### config.mk
export PLATFORM = sky130hd
export DESIGN_NAME = wsi_div
export DESIGN_NICKNAME = d
export VERILOG_FILES = /design/src/hdl/wsi_div.sv
export SDC_FILE = /design/constraint.sdc
export NUM_CORES = 2
export LEC_CHECK = 0
export BUFFER_PORTS_ARGS = -buffer_cell sky130_fd_sc_hd__buf_2
export CAP_MARGIN = 20
export CORE_ASPECT_RATIO = 1.5
export CORE_MARGIN = 2
export CORE_UTILIZATION = 40
export CTS_BUF_LIST = sky130_fd_sc_hd__clkbuf_8
export CTS_CLUSTER_DIAMETER = 150
export DETAILED_ROUTE_END_ITERATION = 6
export PLACE_DENSITY = 0.58
export SETUP_SLACK_MARGIN = 0.15
export SYNTH_ARGS = -nofsm -noshare
export SYNTH_HDL_FRONTEND = slang
export SYNTH_SLANG_ARGS = --single-unit
export TNS_END_PERCENT = 20
### constraint.sdc
create_clock -name clk -period 3.7 [get_ports clk]
set_clock_uncertainty 0.05 [all_clocks]
set_input_delay 0.555 -clock clk [delete_from_list [all_inputs] [get_ports clk]]
set_output_delay 0.555 -clock clk [all_outputs]
set_load 0.02 [all_outputs]
### src/hdl/wsi_div.sv
module wsi_div #(
	parameter int DW    = 20,
	parameter int K     = 31,
	parameter int TAG_W = 1
) (
	input  logic             clk,
	input  logic             arst_n,
	input  logic             advance,
	input  logic             start_valid,
	input  logic [DW-1:0]    rem_init,
	input  logic [K-1:0]     dividend_low,
	input  logic [DW-1:0]    divisor,
	input  logic [TAG_W-1:0] tag,
	output logic             done_valid,
	output logic [K-1:0]     quotient,
	output logic [TAG_W-1:0] done_tag
);

	logic             valid_s [0:K-1];
	logic [DW-1:0]    rem_s   [0:K-1];
	logic [K-1:0]     bits_s  [0:K-1];
	logic [K-1:0]     quo_s   [0:K-1];
	logic [DW-1:0]    den_s   [0:K-1];
	logic [TAG_W-1:0] tag_s   [0:K-1];

	for (genvar k = 0; k < K; k++) begin : g_step
		logic             prv_valid;
		logic [DW-1:0]    prv_rem;
		logic [K-1:0]     prv_bits;
		logic [K-1:0]     prv_quo;
		logic [DW-1:0]    prv_den;
		logic [TAG_W-1:0] prv_tag;
		logic [DW:0]      shifted;
		logic [DW:0]      diff;
		logic             ge;

		if (k == 0) begin : g_first
			assign prv_valid = start_valid;
			assign prv_rem   = rem_init;
			assign prv_bits  = dividend_low;
			assign prv_quo   = '0;
			assign prv_den   = divisor;
			assign prv_tag   = tag;
		end else begin : g_next
			assign prv_valid = valid_s[k-1];
			assign prv_rem   = rem_s[k-1];
			assign prv_bits  = bits_s[k-1];
			assign prv_quo   = quo_s[k-1];
			assign prv_den   = den_s[k-1];
			assign prv_tag   = tag_s[k-1];
		end

		assign shifted = {prv_rem, prv_bits[K-1]};
		assign diff    = shifted - {1'b0, prv_den};
		assign ge      = shifted >= {1'b0, prv_den};

		always_ff @(posedge clk or negedge arst_n) begin
			if (!arst_n) begin
				valid_s[k] <= 1'b0;
			end else if (advance) begin
				valid_s[k] <= prv_valid;
			end
		end

		always_ff @(posedge clk) begin
			if (advance) begin
				rem_s[k]  <= ge ? diff[DW-1:0] : shifted[DW-1:0];
				bits_s[k] <= {prv_bits[K-2:0], 1'b0};
				quo_s[k]  <= {prv_quo[K-2:0], ge};
				den_s[k]  <= prv_den;
				tag_s[k]  <= prv_tag;
			end
		end
	end

	assign done_valid = valid_s[K-1];
	assign quotient   = quo_s[K-1];
	assign done_tag   = tag_s[K-1];

endmodule

* After elaboration in Yosys (flattened, before gate mapping)
Memories as Yosys holds them, arrays and structs flattened.
Index checks and enable logic that the tools add are counted.
** Word-level totals
- Flip-flop bits (word level) :: 31
- Latch bits :: 0
- RAM bits :: 3162
- Memory bits (read-only) :: 0
- Output and inout bits :: 33
- Logic and storage cells :: 131
- Memories :: 5
** Operators by class
- Add/subtract/negate cells :: 31
- $mul :: 0
- Div/mod/pow operators :: 0
- $lt $le $gt $ge :: 31
- Equality and inequality tests :: 0
- Shift-type cells :: 0
- Muxes and demuxes :: 33
- Bitwise operators :: 0
- Reduce and logical (&&, ||, !) cells :: 0
** Memory list
- quo_s :: words 31, width 31, rd ports 31, clocked after memory_dff 0, write ports 31, RTL line 22 : logic [K-1:0] quo_s [0:K-1];
- bits_s :: words 31, width 30, rd ports 30, clocked after memory_dff 0, write ports 31, RTL line 21 : logic [K-1:0] bits_s [0:K-1];
- den_s :: words 31, width 20, rd ports 30, clocked after memory_dff 0, write ports 31, RTL line 23 : logic [DW-1:0] den_s [0:K-1];
- rem_s :: words 31, width 20, rd ports 30, clocked after memory_dff 0, write ports 31, RTL line 20 : logic [DW-1:0] rem_s [0:K-1];
- tag_s :: words 31, width 1, rd ports 31, clocked after memory_dff 0, write ports 31, RTL line 24 : logic [TAG_W-1:0] tag_s [0:K-1];
** Operator list (count)
- 21-bit by 20-bit greater-or-equal comparator with 1-bit output :: 31
- 20-bit 2-to-1 mux :: 31
- 20-bit subtractor :: 31
- 1-bit 2-to-1 mux :: 2

* Depth between registers and ports, before layout
An unclocked memory read counts as a cell.
- Depth after elaboration :: 3
- Gate-level depth with buffers :: 14
- Mapped depth without buffers :: 12

* Worst setup path before layout
Ideal clock, no wire load.
- Kind :: register -> register
- Start point :: memory den_s[24][1], in the netlist den_s[6][1]
- End point :: memory rem_s[25][11], data pin
- Library setup time :: 0.260 ns
- Arrival :: 2.789 ns
- Data required time :: 3.390 ns
- Setup slack :: 0.601 ns
- Stages on the path, launching flop included :: 13
- Cells stage by stage :: edfxtp_1 inv_1 ha_1 nor2b_1 o31a_1 o31a_1 a211oi_1 o21ai_0 a21oi_1 o21ai_1 a31oi_1 buf_2 mux2_2
** RTL lines (RTL line)
- start, declared :: 23
- end, declared :: 20

==> impl_metrics.tcl <==
set metrics [dict create \
    status "complete, no violations" \
    clkPwrFrac_pct 20.7 \
    area_growth_pct 13.6 \
    regArea_um2 66600 \
    internal_power_uw 63800 \
    multi_input_area_um2 35000 \
    synthArstFlopShare_pct 1.39 \
    grt-ovfl-total 0 \
    grt_pass1_vias 65260 \
    rsz0062_at_grt "true" \
    cp-start-kind "register" \
    h-tree-depth 5 \
    swShare_pct 34.6 \
    drv_cap 0 \
    die_h_um 631 \
    portBuffers 108 \
    cts_root_buffer "clkbuf_8" \
    synth_seq_cells 2223 \
    hp-class "in -> async" \
    post-route-min-period_ns 3.60 \
    post-dp-hpwl_um 165000 \
    final_area_um2 119000 \
    synth_area_leaders "edfxtp_1 63%, ha_1 7.4%, mux2_2 3.0%" \
    grt_antenna_before_repair 4 \
    die_w_um 422 \
    viasPerCell 5.08 \
    p_switching_uw 33700 \
    path_class "reg -> reg" \
    cts_buffer_depth 4 \
    crit_end "rem_s[4][12]" \
    end_kind "register" \
    hold_violations 0 \
    ys_seq_area_share_pct 63.4 \
    synth_fp_nets 8550 \
    yosys.area.top_type "edfxtp_1" \
    ir_worst_vdd_mv 0.317 \
    synth_top_family_by_area "compound AO/OA/AOI/OAI gates" \
    cts_made_buffers 361 \
    grt_usage_pct 16.7 \
    hold_slack_ns 0.106 \
    power_leakage_uw 0.0479 \
    ff2ff_path_depth 12 \
    ys_types 96 \
    rr_startpoint "rem_s[3][6]" \
    placementRows 230 \
    dieArea_um2 267000 \
    slew_headroom_pct 40.3 \
    wl_per_cell_um 18.6 \
    power.share.sequential_pct 39.0 \
    critPathMaxFanout 8 \
    first_iter_violations 3153 \
    p_comb_share_pct 40.3 \
    grt_pass1_wl_um 351000 \
    wirelength_um 227000 \
    max_freq_mhz 278 \
    synth_top_cell_area_share_pct 62.7 \
    nets 9191 \
    setup_tns_ns 0 \
    fin_crit_sh_pct 97.3 \
    n_fill_cell 23485 \
    drive_above_1_share_pct 13.7 \
    synth_compound_area_share_pct 10.7 \
    synth.mux.area_fraction_pct 4.02 \
    synth_ff_type "edfxtp_1" \
    power_uw 97600 \
    clock_sinks 2223 \
    syn_inst 7824 \
    grt_max_degree 106 \
    yosys_warnings 0 \
    core_um2 261000 \
    pin_count 109 \
    rr_endpoint "rem_s[4][12]" \
    synth-simple-area-share_pct 6.44 \
    synth-adder-area-share_pct 7.96 \
    start_util_pct 40.2 \
    clkSlewWorstSetupHoldPaths_ns 0.06 \
    first_pass_iters 6 \
    synth_edf_count 2192 \
    netlist_area_um2 105000 \
    cp-startpoint "rem_s[3][6]" \
    cts_tree "built" \
    cp.arrival_ns 4.25 \
    num_vias 62060 \
    worst_slew_pin_slew_ns 0.892 \
    synth_xor_xnor_area_share_pct 3.99 \
    slew_violations 0 \
    drc 0 \
    rrSetupSlack_ns 0.1 \
    syn-mean-instance-area_um2 13.4 \
    drt.antenna.violating_nets 0 \
    setup_violations 0 \
    gp_congestion 0.944 \
    dpl_cell_area_um2 112000 \
    powerDensity_nw_per_um2 818 \
    cp.required_ns 4.35 \
    clk_latency_ns 1.00 \
]
## repair_timing
action | CTS | global route
gates resized for setup | 2 | 15
pin swaps | 0 | 4
hold endpoints to repair | 105 | 0
hold buffers | 75 | 0
setup buffers | 1 | 5
gates cloned | 0 | 2
endpoints found under the setup margin | 33 | 141
## through the flow
stage               utilization, %  worst slack [ns]  std cells
finish                        45.6            0.0983      12222
global route                  45.6            0.0380      12220
CTS                           45.6            0.0934      12210
detailed placement            42.7            -0.280      11499
global placement              42.7            -0.872      11498
floorplan                        -             0.601       7824
## how the worst min path moves through the flow
stage                    from             endpoint  depth (start not counted)
6_report               arst_n  g_step[2].prv_valid                          2
5_1_grt                arst_n  g_step[1].prv_valid                          2
4_1_cts                arst_n           done_valid                          2
3_5_place_dp    bits_s[0][82]       bits_s[0][113]                          0
3_3_place_gp   bits_s[1][238]       bits_s[1][269]                          0
2_1_floorplan          arst_n           done_valid                          0
## power groups by stage
stage	combinational [µW]	sequential (µW)	clock (µW)
after floorplan	29000	37000	0
after CTS	39200	38100	21200
final	39300	38100	20200
after global placement	38100	38600	0
after global routing	43400	38600	22200
after detailed placement	38800	38600	0
## routing by layer
metal | global-route usage, % | wire length [µm] | vias up
met5 | 0 | 0 | -
met4 | 11.2 | 15900 | 0
met3 | 2.60 | 7810 | 650
met2 | 32.6 | 125000 | 1220
met1 | 15.9 | 78300 | 29886
li1 | - | - | 30304
## registers in the layout, summed over array words and instances (netlist names)
register,cells
bits_s,465
den_s,600
g_step.prv_valid,30
done_valid,1
rem_s,600
quo_s,496
tag_s,31
## critical path, cell delays in order (launching register included)
cell and delay, ns:
edfxtp_1 0.40, ha_1 0.40, nand3_1 0.21, nor2_1 0.30, o211a_1 0.27, a211oi_2 0.06, buf_4 0.17, o21ai_1 0.35
a221oi_1 0.21, o21a_1 0.25, buf_12 0.15, inv_2 0.12, mux2_2 0.36
## layout by cell type, fill, tap and decap left out, types with 76 or more instances in the layout
cell type and instances:
nor2b_1 100, clkinv_1 87, ha_1 618, clkbuf_8 371
nand2_1 406, inv_1 886, o21a_1 76, mux2_2 275
nor2_1 392, xnor2_1 292, buf_4 183, edfxtp_1 2192
xor2_1 186, a21oi_1 521, nand3_1 126, o21ai_0 388
buf_2 107, a21o_1 287
## area by class of cell
| type | count | area share (%) |
|---|---|---|
| sequential | 2223 | 55.8 |
| multi-input combinational | 4672 | 29.3 |
| clock buffer | 371 | 4.28 |
| tap | 3480 | 3.65 |
| timing repair buffer | 418 | 3.12 |
| inverter | 789 | 2.48 |
| clock inverter | 264 | 1.31 |
| antenna | 5 | 0.0105 |
## Yosys cell counts (all sizes together) (126+ instances only)
| master | n |
|---|---|
| ha | 620 |
| nand2 | 406 |
| mux2 | 318 |
| o21ai | 417 |
| nand3 | 126 |
| xor2 | 186 |
| xnor2 | 292 |
| edfxtp | 2192 |
| a21o | 287 |
| a21oi | 524 |
| nor2 | 392 |
| inv | 789 |
## kinds of logic after synthesis
| logic type | after synthesis |
|---|---|
| flops | 2223 |
| xor+xnor | 478 |
| buf+inv | 929 |
| compound gates | 1761 |
| mux | 367 |
| fa+ha+maj | 650 |
| simple gates | 1416 |
Power figures use the tool's default switching activity.
